$ cat src/hdl/sgfa_pkg.sv
`default_nettype none
package sgfa_pkg;

   localparam int POS_W   = 24;
   localparam int MASS_W  = 32;
   localparam int GAIN_W  = 32;
   localparam int FORCE_W = 48;

   localparam logic [GAIN_W-1:0] GAIN_RESET = 32'd1;
   // softening length of 3 in q.8
   localparam logic [24:0] SOFTEN_Q8 = 25'd768;

   localparam logic [5:0] SQRT_STEPS = 6'd25;
   localparam logic [5:0] DIV_STEPS  = 6'd52;

   localparam logic [48:0]        TERM_CAP = 49'h1_0000_0000_0000;
   localparam logic signed [47:0] ACC_MAX  = 48'sh7FFF_FFFF_FFFF;
   localparam logic signed [47:0] ACC_MIN  = -48'sh8000_0000_0000;

   typedef enum logic [4:0] {
      OP_NONE,
      OP_LOAD,
      OP_SQX,
      OP_SQY,
      OP_GM,
      OP_SQRT_INIT,
      OP_SQRT_STEP,
      OP_RSET,
      OP_R2,
      OP_R3L,
      OP_R3H,
      OP_R3S,
      OP_DIV_INIT,
      OP_DIV_STEP,
      OP_TXL,
      OP_TXH,
      OP_TYL,
      OP_TYH,
      OP_TYS,
      OP_ACC,
      OP_EMIT
   } op_type;

   typedef struct packed {
      op_type op;
   } cmd_type;

   typedef struct packed {
      logic out_free;
   } status_type;

endpackage
`default_nettype wire

$ cat src/hdl/sgfa_ctrl.sv
`default_nettype none
module sgfa_ctrl (
   input  wire logic               clock,
   input  wire logic               reset,
   input  wire logic               req_valid,
   output logic                    req_ready,
   input  sgfa_pkg::status_type    status,
   output sgfa_pkg::cmd_type       cmd
);
   import sgfa_pkg::*;

   typedef enum logic [4:0] {
      S_IDLE, S_SQX, S_SQY, S_GM, S_SQRT_INIT, S_SQRT, S_RSET, S_R2, S_R3L, S_R3H,
      S_R3S, S_DIV_INIT, S_DIV, S_TXL, S_TXH, S_TYL, S_TYH, S_TYS, S_ACC, S_OUT
   } state_type;

   state_type  state_ff, state_in;
   logic [5:0] cnt_ff, cnt_in;

   always_comb begin
      state_in = state_ff;
      cnt_in   = cnt_ff;
      cmd.op   = OP_NONE;
      case (state_ff)
         S_IDLE: begin
            if (req_valid) begin
               cmd.op   = OP_LOAD;
               state_in = S_SQX;
            end
         end
         S_SQX: begin cmd.op = OP_SQX; state_in = S_SQY; end
         S_SQY: begin cmd.op = OP_SQY; state_in = S_GM; end
         S_GM:  begin cmd.op = OP_GM;  state_in = S_SQRT_INIT; end
         S_SQRT_INIT: begin
            cmd.op   = OP_SQRT_INIT;
            cnt_in   = SQRT_STEPS - 6'd1;
            state_in = S_SQRT;
         end
         S_SQRT: begin
            cmd.op = OP_SQRT_STEP;
            cnt_in = cnt_ff - 6'd1;
            if (cnt_ff == 6'd0) state_in = S_RSET;
         end
         S_RSET: begin cmd.op = OP_RSET; state_in = S_R2; end
         S_R2:   begin cmd.op = OP_R2;   state_in = S_R3L; end
         S_R3L:  begin cmd.op = OP_R3L;  state_in = S_R3H; end
         S_R3H:  begin cmd.op = OP_R3H;  state_in = S_R3S; end
         S_R3S:  begin cmd.op = OP_R3S;  state_in = S_DIV_INIT; end
         S_DIV_INIT: begin
            cmd.op   = OP_DIV_INIT;
            cnt_in   = DIV_STEPS - 6'd1;
            state_in = S_DIV;
         end
         S_DIV: begin
            cmd.op = OP_DIV_STEP;
            cnt_in = cnt_ff - 6'd1;
            if (cnt_ff == 6'd0) state_in = S_TXL;
         end
         S_TXL: begin cmd.op = OP_TXL; state_in = S_TXH; end
         S_TXH: begin cmd.op = OP_TXH; state_in = S_TYL; end
         S_TYL: begin cmd.op = OP_TYL; state_in = S_TYH; end
         S_TYH: begin cmd.op = OP_TYH; state_in = S_TYS; end
         S_TYS: begin cmd.op = OP_TYS; state_in = S_ACC; end
         S_ACC: begin cmd.op = OP_ACC; state_in = S_OUT; end
         S_OUT: begin
            // wait for the output register to be free
            if (status.out_free) begin
               cmd.op   = OP_EMIT;
               state_in = S_IDLE;
            end
         end
         default: state_in = S_IDLE;
      endcase
   end

   assign req_ready = (state_ff == S_IDLE);

   always_ff @(posedge clock) begin
      if (reset) begin
         state_ff <= S_IDLE;
         cnt_ff   <= 6'd0;
      end else begin
         state_ff <= state_in;
         cnt_ff   <= cnt_in;
      end
   end

endmodule
`default_nettype wire

$ cat config.mk
export PLATFORM = sky130hd
export DESIGN_NAME = sgfa_ctrl
export DESIGN_NICKNAME = d
export VERILOG_FILES = /design/src/hdl/sgfa_pkg.sv /design/src/hdl/sgfa_ctrl.sv
export SDC_FILE = /design/constraint.sdc
export NUM_CORES = 1
export LEC_CHECK = 0
export BUFFER_PORTS_ARGS = -buffer_cell sky130_fd_sc_hd__clkbuf_2
export CAP_MARGIN = 25
export CORE_MARGIN = 2
export CORE_UTILIZATION = 30
export DETAILED_ROUTE_END_ITERATION = 8
export GPL_TIMING_DRIVEN = 0
export PLACE_DENSITY = 0.51
export SLEW_MARGIN = 20
export SYNTH_ARGS = -nofsm -noshare
export SYNTH_HDL_FRONTEND = slang
export SYNTH_SLANG_ARGS = --single-unit
$ cat constraint.sdc
create_clock -name clock -period 1.6 [get_ports clock]
set_input_delay 0.08 -clock clock [delete_from_list [all_inputs] [get_ports clock]]
set_output_delay 0.08 -clock clock [all_outputs]
set_load 0.05 [all_outputs]
[After elaboration in Yosys (flattened, before gate mapping)]
Cells that the tools add are included.
W data, S select, Z words.
Word-level totals
  register bits after elaboration: 11
  bits in latches: 0
  bits in writable memories: 0
  ROM bits: 0
  input port bits: 4
  output and inout bits: 6
  memories: 0
Cells by class
  add/sub/neg operators: 1
  multiply operators: 0
  div/mod/pow operators: 0
  magnitude comparators: 0
  equality and inequality tests: 23
  shifts and indexed selects: 0
  multiplexer cells: 9
  bitwise operators: 0
  reductions and logical operators: 5
Operators with widths (number)
  $pmux W5 S20: 2
  $eq A5 B4 Y1 const B: 8
  $mux W5: 5
  $eq A5 B3 Y1 const B: 4
  $eq A5 B5 Y1 const B: 4
  $pmux W6 S3: 1
  $eq A5 B2 Y1 const B: 2
  $ne A2 B2 Y1 const B: 4
  $logic_not A6 Y1: 1
  $sub A6 B1 Y6 const B: 1
  $eq A5 B1 Y1 const B: 1
  $logic_not A5 Y1: 1
  $reduce_and A4 Y1: 1
  $reduce_bool A3 Y1: 1
  $reduce_or A2 Y1: 1
  $mux W1: 1

[Longest topological paths before layout]
Gate-level depths: netlist (run 1).
  word-level depth: 3
  gate-level depth with buffers: 5
  mapped depth without buffers: 5

[Worst setup path after synthesis (run 1)]
No wires, ideal clock.
  path type: register to output
  start point: register state_ff[4]
  end point: output cmd[4] (netlist bit)
  data arrival time: 1.787 ns
  required time: 1.520 ns
  slack: -0.267 ns
  stages on the path, launching flop included: 4
  path buffers: 1
  path through: dfxtp_1 clkbuf_1 nand2_1 o21ai_0
RTL lines
  from (decl): line sgfa_ctrl.sv:17  | state_type state_ff, state_in;
  from (signal assigned): line sgfa_ctrl.sv:83  | state_ff <= state_in;
  to (decl): line sgfa_ctrl.sv:8  | output sgfa_pkg::cmd_type cmd

[Worst setup path in the final report (run 1)]
  start point: register state_ff[2]
  end point: register state_ff[1]
Between the ends
  cells in the longest elaborated chain, start to end: 3
  elaborated cells on any way between the ends: 26
  classes of those cells: eq/ne: 23; mux: 1; reduce/logical: 2
Ends and longest elaborated chain
  $eq A5 B3 Y1 (tied with other cells): line sgfa_ctrl.sv:24  | case (state_ff)
  $ne A2 B2 Y1 (no source line)
  $reduce_and A4 Y1 (no source line)
Parallel ways exist; a longest one is shown, timed or not.
A chain may end at the register's enable or synchronous reset.

==> results of run 1 <==
==> power by group through the flow <==
stage	clock network [mW]	registers (mW)	logic, mW
after CTS	0.216	0.290	0.290
final	0.213	0.291	0.332
after global routing	0.234	0.293	0.350
after detailed placement	0	0.297	0.221
after floorplan	0	0.296	0.180
after global placement	0	0.297	0.220
==> sequential cells by signal, summed over array words and instances, names as in the netlist <==
name / cells
cnt_ff: 6
state_ff: 5
==> cell families (layout without fill, tap and decap cells) <==
family          count (synthesis)  count (layout)  synth area share, %
simple gates                   36              37                 29.4
compound gates                 26              26                 25.1
buf+inv                        12              34                 9.05
flops                          11              11                 27.9
xor+xnor                        4               4                 5.40
fa+ha+maj                       2               2                 3.17
==> cells in the final DEF (no fill, tap or decap), drive strengths merged, types with 3 or more instances in the layout <==
| cell | instances |
|---|---|
| nor2 | 8 |
| nand2 | 5 |
| o21ai | 3 |
| nand3 | 4 |
| dfxtp | 11 |
| clkbuf | 12 |
| a21oi | 6 |
| buf | 17 |
| nor3 | 6 |
| a211oi | 4 |
| nand2b | 4 |
| inv | 5 |
==> metrics by stage <==
stage / cell area [sq um] / power [mW]
3_5_place_dp: 880 / 0.518
3_3_place_gp: 880 / 0.517
4_1_cts: 1070 / 0.796
2_1_floorplan: 797 / 0.476
6_report: 1140 / 0.836
5_1_grt: 1140 / 0.877
==> critical path, stage by stage, from the launching register on <==
cell and delay (ns):
dfxtp_4 0.37, or2_4 0.25, or3_4 0.39, buf_4 0.15, o32ai_4 0.21, o22ai_1 0.11
==> timing repair <==
action / CTS / global route
resized for setup: 28 / 15
endpoints found under the setup margin: 7 / 10
buffers inserted: 10 / 1
endpoints found under the hold margin: 0 / 0
gates cloned: 0 / 1
pin swaps: 5 / 5
==> worst paths after layout <==
kind,from,to,slack (ns),cells past startpoint
worst max-delay path,state_ff[2],state_ff[1],-0.03,5
worst min register to register,cnt_ff[5],cnt_ff[5],0.50,1
worst min-delay path,reset,cnt_ff[3],0.02,2
worst max register to register,state_ff[2],state_ff[1],-0.03,5
==> layout make-up <==
class                   instances  area share (%)
plain buffers                   5            4.51
clock buffers                   4            2.31
inverters                       5            1.65
multi-input cells              69            51.5
flip-flops and latches         11            20.2
well taps                      30            3.30
repair buffers                 20            16.5
==> metal layers <==
metal | vias to the layer above | part of all wire [%] | global-route usage [%]
met4 | 0 | 1.4 | 2.09
met1 | 393 | 46 | 18.9
met3 | 5 | 3.2 | 4.92
li1 | 385 | - | -
met2 | 18 | 49 | 24.7
met5 | - | 0 | 0
==> results by group, run 1 <==
Placed design
  – Placer Congestion: 0.777
  – Pre-CTS WS: -0.197 ns
  – PortBufs: 9
  – Dpl cells: 130
  – Hpwl dp: 1.36 mm

CTS
  – Root Driver: clkbuf_4
  – CTS tree: done
  – H-tree depth: 1
  – TritonCTS Buffers: 3
  – CTS sink cnt: 11
  – Clk pin slew, worst setup/hold paths: 0.09 ns
  – Cts hold-fix bufs: 0
  – CTS max path bufs: 2
  – Clock Latency Late Sink: 0.28 ns

Cells and area
  – Filler Cell Count: 240
  – Layout area overhead: 44.4%
  – Nets: 121
  – Layout cells sized above 1: 45.6%
  – Layout Cells excl Fill: 144
  – Register Area: 230 sq um
  – Utilization after layout: 46.0%
  – Multi-input logic area: 587 sq um
  – Antenna cells: 0

Synthesis
  – Share of the synthesized area in the top cell type: 27.9%
  – FF+latch count, synth: 11
  – Sequential area share after synthesis: 27.9%
  – Post-synth EDFFs: 0
  – Leading cell types by count after synthesis: dfxtp_1, nor2_1, a21oi_1, inv_1
  – Leading area contributor after synthesis: dfxtp_1
  – Count leader, synth: dfxtp_1
  – Cell Area, Synth: 788 sq um
  – Syn_nets: 97
  – Post-Syn Instances: 91
  – Yosys cell types: 41
  – Ys async rst share: 0%
  – Area contributors post-synth: dfxtp_1, buf_6, a211oi_1, nor2_1, a21oi_1
  – Synth Flop Type: dfxtp_1
  – Syn_area_per_cell: 8.66 sq um
  – Yosys Warn Count: 0

Power
  – Combinational share of power: 39.7%
  – Worst IR Drop VDD: 0.000470 V
  – P_sw: 0.307 mW
  – Reg power frac: 34.8%
  – Switching part of the total: 36.7%
  – Cell internal pwr: 0.529 mW
  – Leakage power: 0.441 nW
  – Pwr/cell area: 735 nW/um^2
  – Clock group share of total power: 25.4%

STA
  – Clk_skew: 0.00841 ns
  – Period minus WS final: 1.63 ns
  – RSZ-0062 raised after global routing: true
  – Worst Tran Pin Value: 0.500 ns
  – Worst slew margin: 66.7%
  – Worst Setup Slack, final: -0.0302 ns
  – Peak Freq: 0.613 GHz
  – Fin crit share: 102%
  – Final Hold Fails: 0
  – Setup violators final: 4
  – Slew Viols, Final: 0
  – Fin Setup TNS: -0.104 ns
  – Hold Slack: 0.0207 ns

Setup path
  – Crit path DAT: 1.77 ns
  – CP Launch Type: flop
  – Max FO, Critical Path: 5
  – Crit path kind: reg2reg
  – Critical Path RT: 1.74 ns
  – Setup crit end kind: flop

Global routing
  – Number of global-route vias before repair: 774
  – GRT overflow: 0
  – Pin count of the biggest net entering global routing: 11
  – Antenna violations before repair: 0
  – GR Util All Layers: 14.8%
  – First-pass GRT wire length: 3.60 mm

Die
  – Initial Util: 31.8%
  – Core footprint: 2480 sq um
  – Top Ports: 10
  – Total Die Area: 3050 sq um
  – Row count: 18
  – Die outline height: 55.3 microns
  – Die width: 55.3 microns

Routing
  – First drt pass iteration count: 4
  – Vias per inst: 5.56
  – Wirelength per Cell: 15.9 microns
  – Antenna Violating Nets Remaining: 0
  – DRT iter0 DRCs: 14
  – Via count: 801
  – Final wirelength: 2.29 mm
  – DRC violation count after routing: 0

Outcome
  – Outcome: finished, violations left
  – Failing checks: setup timing

Job
  – Maxcap violations: 0

Worst hold path
  – Worst Hold Class: in2reg
Note: power is estimated with default switching activity, not from simulation.
==> run 2: changes to the inputs <==
--- a/config.mk
+++ b/config.mk
@@ -12,6 +12,7 @@
 export DETAILED_ROUTE_END_ITERATION = 8
 export GPL_TIMING_DRIVEN = 0
 export PLACE_DENSITY = 0.51
+export SETUP_SLACK_MARGIN = 0.4
 export SLEW_MARGIN = 20
 export SYNTH_ARGS = -nofsm -noshare
 export SYNTH_HDL_FRONTEND = slang
==> run 2 against run 1 <==
  * The run still ends with setup timing left
  * Largest cell class unchanged
  * Final area up 25%
  * Clock power shrank 6%
  * Flip-flop and latch count is the same
  * First-iteration DRC count increased by 43%
  * Sequential power about the same
==> results by group, run 2 (synthesized netlist as in run 1, its figures left out) <==
Outcome
  – Outcome: finished, violations left
  – Failing checks: setup timing

Die
  – Die outline height: 55.3 microns (unchanged)
  – Total Die Area: 3050 sq um (unchanged)
  – Core footprint: 2480 sq um (unchanged)
  – Die width: 55.3 microns (unchanged)
  – Row count: 18 (unchanged)
  – Top Ports: 10 (unchanged)
  – Initial Util: 31.8% (unchanged)

Placed design
  – Placed Area: 932 sq um (+6.0%)
  – Hpwl dp: 1.43 mm (+4.9%)
  – PortBufs: 9 (unchanged)
  – Placer Congestion: 0.807 (+3.9%)

Cells and area
  – Commonest non-fill, non-tap cell in the layout: buf_4
  – Utilization after layout: 57.6% (+12 points)
  – Most frequent cells in the layout: buf_4, buf_6, buf_8
  – Design Area, Final: 1430 sq um (+25%)
  – Nets: 136 (+12%)
  – Layout cells sized above 1: 60.5% (+15 points)
  – Antenna cells: 0 (unchanged)
  – Max reg flops: 6 (unchanged)
  – Multi-input logic area: 697 sq um (+19%)
  – Layout area overhead: 81.1%
  – Largest registers: cnt_ff: 6 flops, state_ff: 5 flops
  – Register Area: 225 sq um (-2.2%)
  – Filler Cell Count: 207 (-14%)
  – Top reg by flops: cnt_ff

Setup path
  – Crit path kind: reg2out
  – Slowest CP cell: or3_4
  – Crit path DAT: 1.60 ns (-0.17 ns)
  – Buf/Inv on CP: 2 (+1)
  – Critical path's top delay family: simple AND/OR/NAND/NOR gates
  – Setup crit end kind: output pin
  – Slowest cell delay on critical path: 0.36 ns (-0.03 ns)
  – Critical Path, Cell by Cell: buf_6 -> or2_4 -> or3_4 -> nor2_4 -> buf_8
  – Critical Path RT: 1.52 ns (-0.22 ns)
  – Max FO, Critical Path: 5 (unchanged)
  – CP Launch Type: flop

Global routing
  – Antenna violations before repair: 0 (unchanged)
  – GR Util All Layers: 15.6% (+0.82 points)
  – First-pass GRT wire length: 3.76 mm (+4.4%)
  – GRT overflow: 0 (unchanged)
  – Pin count of the biggest net entering global routing: 11 (unchanged)
  – Number of global-route vias before repair: 767 (-0.90%)

STA
  – Peak Freq: 0.596 GHz (-2.9%)
  – Worst Tran Pin Value: 0.552 ns (+0.0519 ns)
  – Fin crit share: 105% (+3.0 points)
  – Worst slew margin: 63.2% (-3.5 points)
  – Setup violators final: 3 (-1)
  – Final Hold Fails: 0 (unchanged)
  – Worst Setup Slack, final: -0.0784 ns (-0.0482 ns)
  – RSZ-0062 raised after global routing: true
  – Period minus WS final: 1.68 ns (+0.0482 ns)
  – Slew Viols, Final: 0 (unchanged)
  – Fin Setup TNS: -0.135 ns (-0.0302 ns)
  – Clk_skew: 0.0131 ns (+0.00466 ns)

CTS
  – Clk pin slew, worst setup/hold paths: 0.08 ns (about the same)
  – CTS max path bufs: 2 (unchanged)
  – CTS tree: done
  – Clock Latency Late Sink: 0.28 ns (about the same)
  – TritonCTS Buffers: 3 (unchanged)
  – Root Driver: clkbuf_4
  – H-tree depth: 1 (unchanged)
  – CTS sink cnt: 11 (unchanged)

Routing
  – DRC violation count after routing: 0 (unchanged)
  – Vias per inst: 5.28 (-5.1%)
  – Final wirelength: 2.61 mm (+14%)
  – First drt pass iteration count: 6 (+2)
  – Via count: 839 (+4.7%)
  – Antenna Violating Nets Remaining: 0 (unchanged)
  – DRT iter0 DRCs: 20 (+6)
  – Wirelength per Cell: 16.4 microns (+3.5%)

Worst hold path
  – Worst Hold Class: in2reg

Power
  – Worst IR Drop VDD: 0.000592 V (+26%)
  – Leakage power: 0.545 nW (+24%)
  – Pwr/cell area: 617 nW/um^2 (-16%)

Job
  – Maxcap violations: 0 (unchanged)
## run 2: cell count changes in the layout (fill, tap and decap cells not counted), sizes merged
cell,before,now
clkbuf,12,8
buf,17,37
nor3,6,5
## run 2: final timing paths
path | depth (start not counted) | slack (ns) | end | start
worst min register to register | 1 | 0.51 | cnt_ff[4] | cnt_ff[4]
worst max-delay path | 5 | -0.08 | req_ready | state_ff[3]
worst min-delay path | 2 | 0.03 | cnt_ff[3] | reset
worst max register to register | 5 | 0 | state_ff[1] | state_ff[3]
## run 2: final cells by class
type | count | share of cell area (%)
Buffer | 7 | 5.00
Clock buffer | 4 | 1.84
Inverter | 5 | 1.31
Multi-Input combinational cell | 68 | 48.8
Sequential cell | 11 | 15.8
Tap cell | 30 | 2.63
Timing Repair Buffer | 34 | 24.6
## run 2: layer usage
layer	track usage, %	share of wire, %
met2	24.1	53
met1	21.7	43
met3	4.45	3.4
met4	3.14	0.42
met5	0	0
## run 2: repair_timing
item	CTS	global route
gates resized for setup	32	32
pin swaps	12	11
hold buffers	0	0
setup buffers	12	13
endpoints found under the setup margin	15	15
endpoints found under the hold margin	0	0
## run 2: where the power goes
group          total [mW]  internal [mW]  switching [mW]
Combinational       0.388          0.183           0.206
Clock               0.200         0.0967           0.103
Sequential          0.293          0.286         0.00705
## run 2: metrics by stage
stage | power [mW] | hold slack, ns | instances | setup WS [ns]
4_1_cts | 0.822 | 0.0204 | 146 | -0.0811
3_3_place_gp | 0.538 | 0.308 | 130 | -0.0387
6_report | 0.881 | 0.0292 | 159 | -0.0784
5_1_grt | 0.919 | 0.0359 | 159 | -0.121
2_1_floorplan | 0.496 | 0.156 | 91 | 0.119
3_5_place_dp | 0.541 | 0.311 | 130 | -0.0439
==> run 3: changes to the inputs <==
--- a/config.mk
+++ b/config.mk
@@ -5,13 +5,16 @@
 export SDC_FILE = /design/constraint.sdc
 export NUM_CORES = 1
 export LEC_CHECK = 0
+export ABC_AREA = 1
 export BUFFER_PORTS_ARGS = -buffer_cell sky130_fd_sc_hd__clkbuf_2
 export CAP_MARGIN = 25
+export CELL_PAD_IN_SITES_DETAIL_PLACEMENT = 0
+export CELL_PAD_IN_SITES_GLOBAL_PLACEMENT = 1
 export CORE_MARGIN = 2
 export CORE_UTILIZATION = 30
 export DETAILED_ROUTE_END_ITERATION = 8
 export GPL_TIMING_DRIVEN = 0
-export PLACE_DENSITY = 0.51
+export PLACE_DENSITY = 0.67
 export SETUP_SLACK_MARGIN = 0.4
 export SLEW_MARGIN = 20
 export SYNTH_ARGS = -nofsm -noshare
==> constraint.sdc (replaced) <==
create_clock -name clock -period 1.6 [get_ports clock]
set_input_delay 0.32 -clock clock [delete_from_list [all_inputs] [get_ports clock]]
set_output_delay 0.32 -clock clock [all_outputs]
set_load 0.05 [all_outputs]
==> run 3 against run 2 <==
  * Highest routed layer unchanged
  * The flow still finishes with violations (setup timing)
  * Clock-buffer cell count did not move
  * Clock power increased by 5%
  * Non-clock buffer count fell by 12
==> results by group, run 3 <==
Synthesis
  – Sequential area share after synthesis: 28.2% (+0.27 points)
  – Leading cell types by count after synthesis: nand2_1, nor2_1, inv_1
  – Yosys cell types: 21 (-49%)
  – Ys async rst share: 0% (unchanged)
  – Leading area contributor after synthesis: dfxtp_1
  – Post-synth EDFFs: 0 (unchanged)
  – FF+latch count, synth: 11 (unchanged)
  – Synth Flop Type: dfxtp_1
  – Syn_nets: 137 (+41%)
  – Area contributors post-synth: dfxtp_1, nand2_1, nand3_1, nor2_1, inv_1
  – Count leader, synth: nand2_1
  – Yosys Warn Count: 0 (unchanged)
  – Share of the synthesized area in the top cell type: 28.2% (+0.27 points)
  – Syn_area_per_cell: 5.96 sq um (-31%)
  – Cell Area, Synth: 781 sq um (-0.95%)
  – Post-Syn Instances: 131 (+44%)

Global routing
  – Pin count of the biggest net entering global routing: 9 (-2)
  – Number of global-route vias before repair: 912 (+19%)
  – Antenna violations before repair: 0 (unchanged)
  – First-pass GRT wire length: 3.95 mm (+4.9%)
  – GR Util All Layers: 18.4% (+2.8 points)
  – GRT overflow: 0 (unchanged)

STA
  – Worst Setup Slack, final: -0.159 ns (-0.0809 ns)
  – Worst Tran Pin Value: 0.496 ns (-0.0557 ns)
  – Slew Viols, Final: 0 (unchanged)
  – Fin crit share: 110% (+5.1 points)
  – Period minus WS final: 1.76 ns (+0.0809 ns)
  – Peak Freq: 0.568 GHz (-4.6%)
  – Setup violators final: 6 (+3)
  – Clk_skew: 0.00882 ns (-0.00425 ns)
  – RSZ-0062 raised after global routing: true
  – Worst slew margin: 66.9% (+3.7 points)
  – Final Hold Fails: 0 (unchanged)

Outcome
  – Failing checks: setup timing
  – Outcome: finished, violations left

Worst hold path
  – Hold path start: status
  – Hold endpoint: state_ff[4]
  – Hold path cells: 4 (+2)
  – Worst Hold Class: in2reg

Setup path
  – Slowest cell delay on critical path: 0.38 ns (+0.02 ns)
  – Crit path DAT: 1.44 ns (-0.16 ns)
  – Critical path's top delay family: flip-flops
  – Worst reg2reg setup slack: 0.06 ns (+0.06 ns)
  – Setup crit end kind: output pin
  – Crit path kind: reg2out
  – Capturing point of the worst reg2reg path: cnt_ff[3]
  – CP Launch Type: flop
  – Origin of the critical flop-to-flop path: state_ff[2]
  – Critical Path, Cell by Cell: nor2_4 -> nand2_2 -> o22ai_1 -> inv_1 -> nand2_4 -> clkbuf_16
  – Slowest CP cell: dfxtp_4
  – Buf/Inv on CP: 2 (unchanged)
  – Max FO, Critical Path: 6 (+1)
  – Critical Path RT: 1.28 ns (-0.24 ns)
  – Reg2reg path depth: 13 (+8)

Power
  – Worst IR Drop VDD: 0.000732 V (+24%)
  – Switching part of the total: 47.2% (+11 points)
  – Final Power: 1.63 mW (+85%)
  – Clock group share of total power: 12.8% (-9.9 points)
  – Leakage power: 0.650 nW (+19%)
  – Reg power frac: 23.4% (-9.9 points)
  – Combinational share of power: 63.8% (+20 points)
  – Pwr/cell area: 1230 nW/um^2 (+99%)
  – Cell internal pwr: 0.862 mW (+52%)
  – P_sw: 0.771 mW (+140%)

Die
  – Die outline height: 55.0 microns (-0.44%)
  – Core footprint: 2480 sq um (unchanged)
  – Row count: 18 (unchanged)
  – Top Ports: 10 (unchanged)
  – Die width: 55.0 microns (-0.44%)
  – Initial Util: 31.5% (-0.30 points)
  – Total Die Area: 3030 sq um (-0.88%)

Cells and area
  – Nets: 169 (+24%)
  – Utilization after layout: 53.5% (-4.1 points)
  – Antenna cells: 0 (unchanged)
  – Layout area overhead: 69.9%
  – Filler Cell Count: 253 (+22%)
  – Layout cells sized above 1: 45.7% (-15 points)
  – Commonest non-fill, non-tap cell in the layout: nand2_1
  – Most frequent cells in the layout: nand2_1, inv_1, nor2_1
  – Max reg flops: 6 (unchanged)
  – Top reg by flops: cnt_ff
  – Largest registers: cnt_ff: 6 flops, state_ff: 5 flops

Placed design
  – Placer Congestion: 0.748 (-7.3%)
  – Hpwl dp: 1.51 mm (+5.7%)
  – Pre-CTS WS: 0.0270 ns (+0.0709 ns)
  – PortBufs: 8 (-1)

Routing
  – Via count: 930 (+11%)
  – DRC violation count after routing: 0 (unchanged)
  – DRT iter0 DRCs: 13 (-35%)
  – Final wirelength: 2.44 mm (-6.8%)
  – Wirelength per Cell: 12.7 microns (-23%)
  – Vias per inst: 4.84 (-8.2%)
  – Antenna Violating Nets Remaining: 0 (unchanged)
  – First drt pass iteration count: 4 (-2)

CTS
  – CTS max path bufs: 2 (unchanged)
  – CTS sink cnt: 11 (unchanged)
  – H-tree depth: 1 (unchanged)
  – CTS tree: done
  – Clk pin slew, worst setup/hold paths: 0.08 ns (about the same)
  – TritonCTS Buffers: 3 (unchanged)
  – Cts hold-fix bufs: 0 (unchanged)
  – Clock Latency Late Sink: 0.28 ns (about the same)
  – Root Driver: clkbuf_4

Job
  – Maxcap violations: 0 (unchanged)
[run 3: routing by layer]
metal  share of wire, %  up-vias  track usage (%)
met5                  0        -                0
met4                1.5        0             6.10
met3                3.0        6             4.03
met2                 51       12             31.7
met1                 45      429             22.7
li1                   -      483                -
[run 3: what timing repair did]
item | in CTS | in global routing
endpoints found under the setup margin | 14 | 15
gates resized for setup | 50 | 11
gates cloned | 0 | 0
setup buffers | 16 | 3
pin swaps | 19 | 8
[run 3: kinds of logic after synthesis]
| logic type | after synthesis | share of synthesized area, % |
|---|---|---|
| compound gates | 12 | 9.13 |
| xor+xnor | 2 | 2.24 |
| buf+inv | 24 | 12.8 |
| fa+ha+maj | 2 | 3.20 |
| simple gates | 80 | 44.4 |
| flops | 11 | 28.2 |
[run 3: worst register-to-register path: cells and delay by family (launching register included)]
family        cells  cell delay (ns)
simple gates      6             0.40
flops             1             0.40
buf+inv           7             0.63
[run 3: power by group through the flow]
stage          Clock [mW]  Sequential [mW]  Combinational [mW]
6_report            0.209            0.382                1.04
5_1_grt             0.224            0.389                1.12
4_1_cts             0.208            0.380               0.976
3_5_place_dp            0            0.376               0.693
3_3_place_gp            0            0.376               0.688
2_1_floorplan           0            0.365               0.571
[run 3: layout make-up]
type	instances	area (sq um)	share of cell area, %
flip-flops and latches	11	236	17.8
well taps	30	37.5	2.83
plain buffers	2	28.8	2.17
clock buffers	4	26.3	1.98
repair buffers	27	282	21.2
multi-input cells	96	631	47.5
inverters	22	85.1	6.42
[run 3: worst max-delay path by stage]
stage | start | endpoint | slack (ns) | cells after the start
2_1_floorplan | state_ff[4] | cmd[0] | -0.14 | 4
4_1_cts | state_ff[3] | cmd[0] | -0.11 | 4
5_1_grt | state_ff[2] | cmd[4] | -0.23 | 6
3_3_place_gp | state_ff[4] | cmd[2] | 0.01 | 7
6_report | state_ff[2] | cmd[4] | -0.16 | 6
3_5_place_dp | state_ff[4] | cmd[2] | 0.03 | 7
[run 3: stage by stage]
step | hold slack, ns | TNS, ns | instance area, sq um | std cells
2_1_floorplan | 0.457 | -0.332 | 830 | 131
3_3_place_gp | 0.466 | 0 | 907 | 169
3_5_place_dp | 0.470 | 0 | 907 | 169
4_1_cts | 0.379 | -0.504 | 1260 | 189
5_1_grt | 0.427 | -1.14 | 1330 | 192
6_report | 0.393 | -0.667 | 1330 | 192
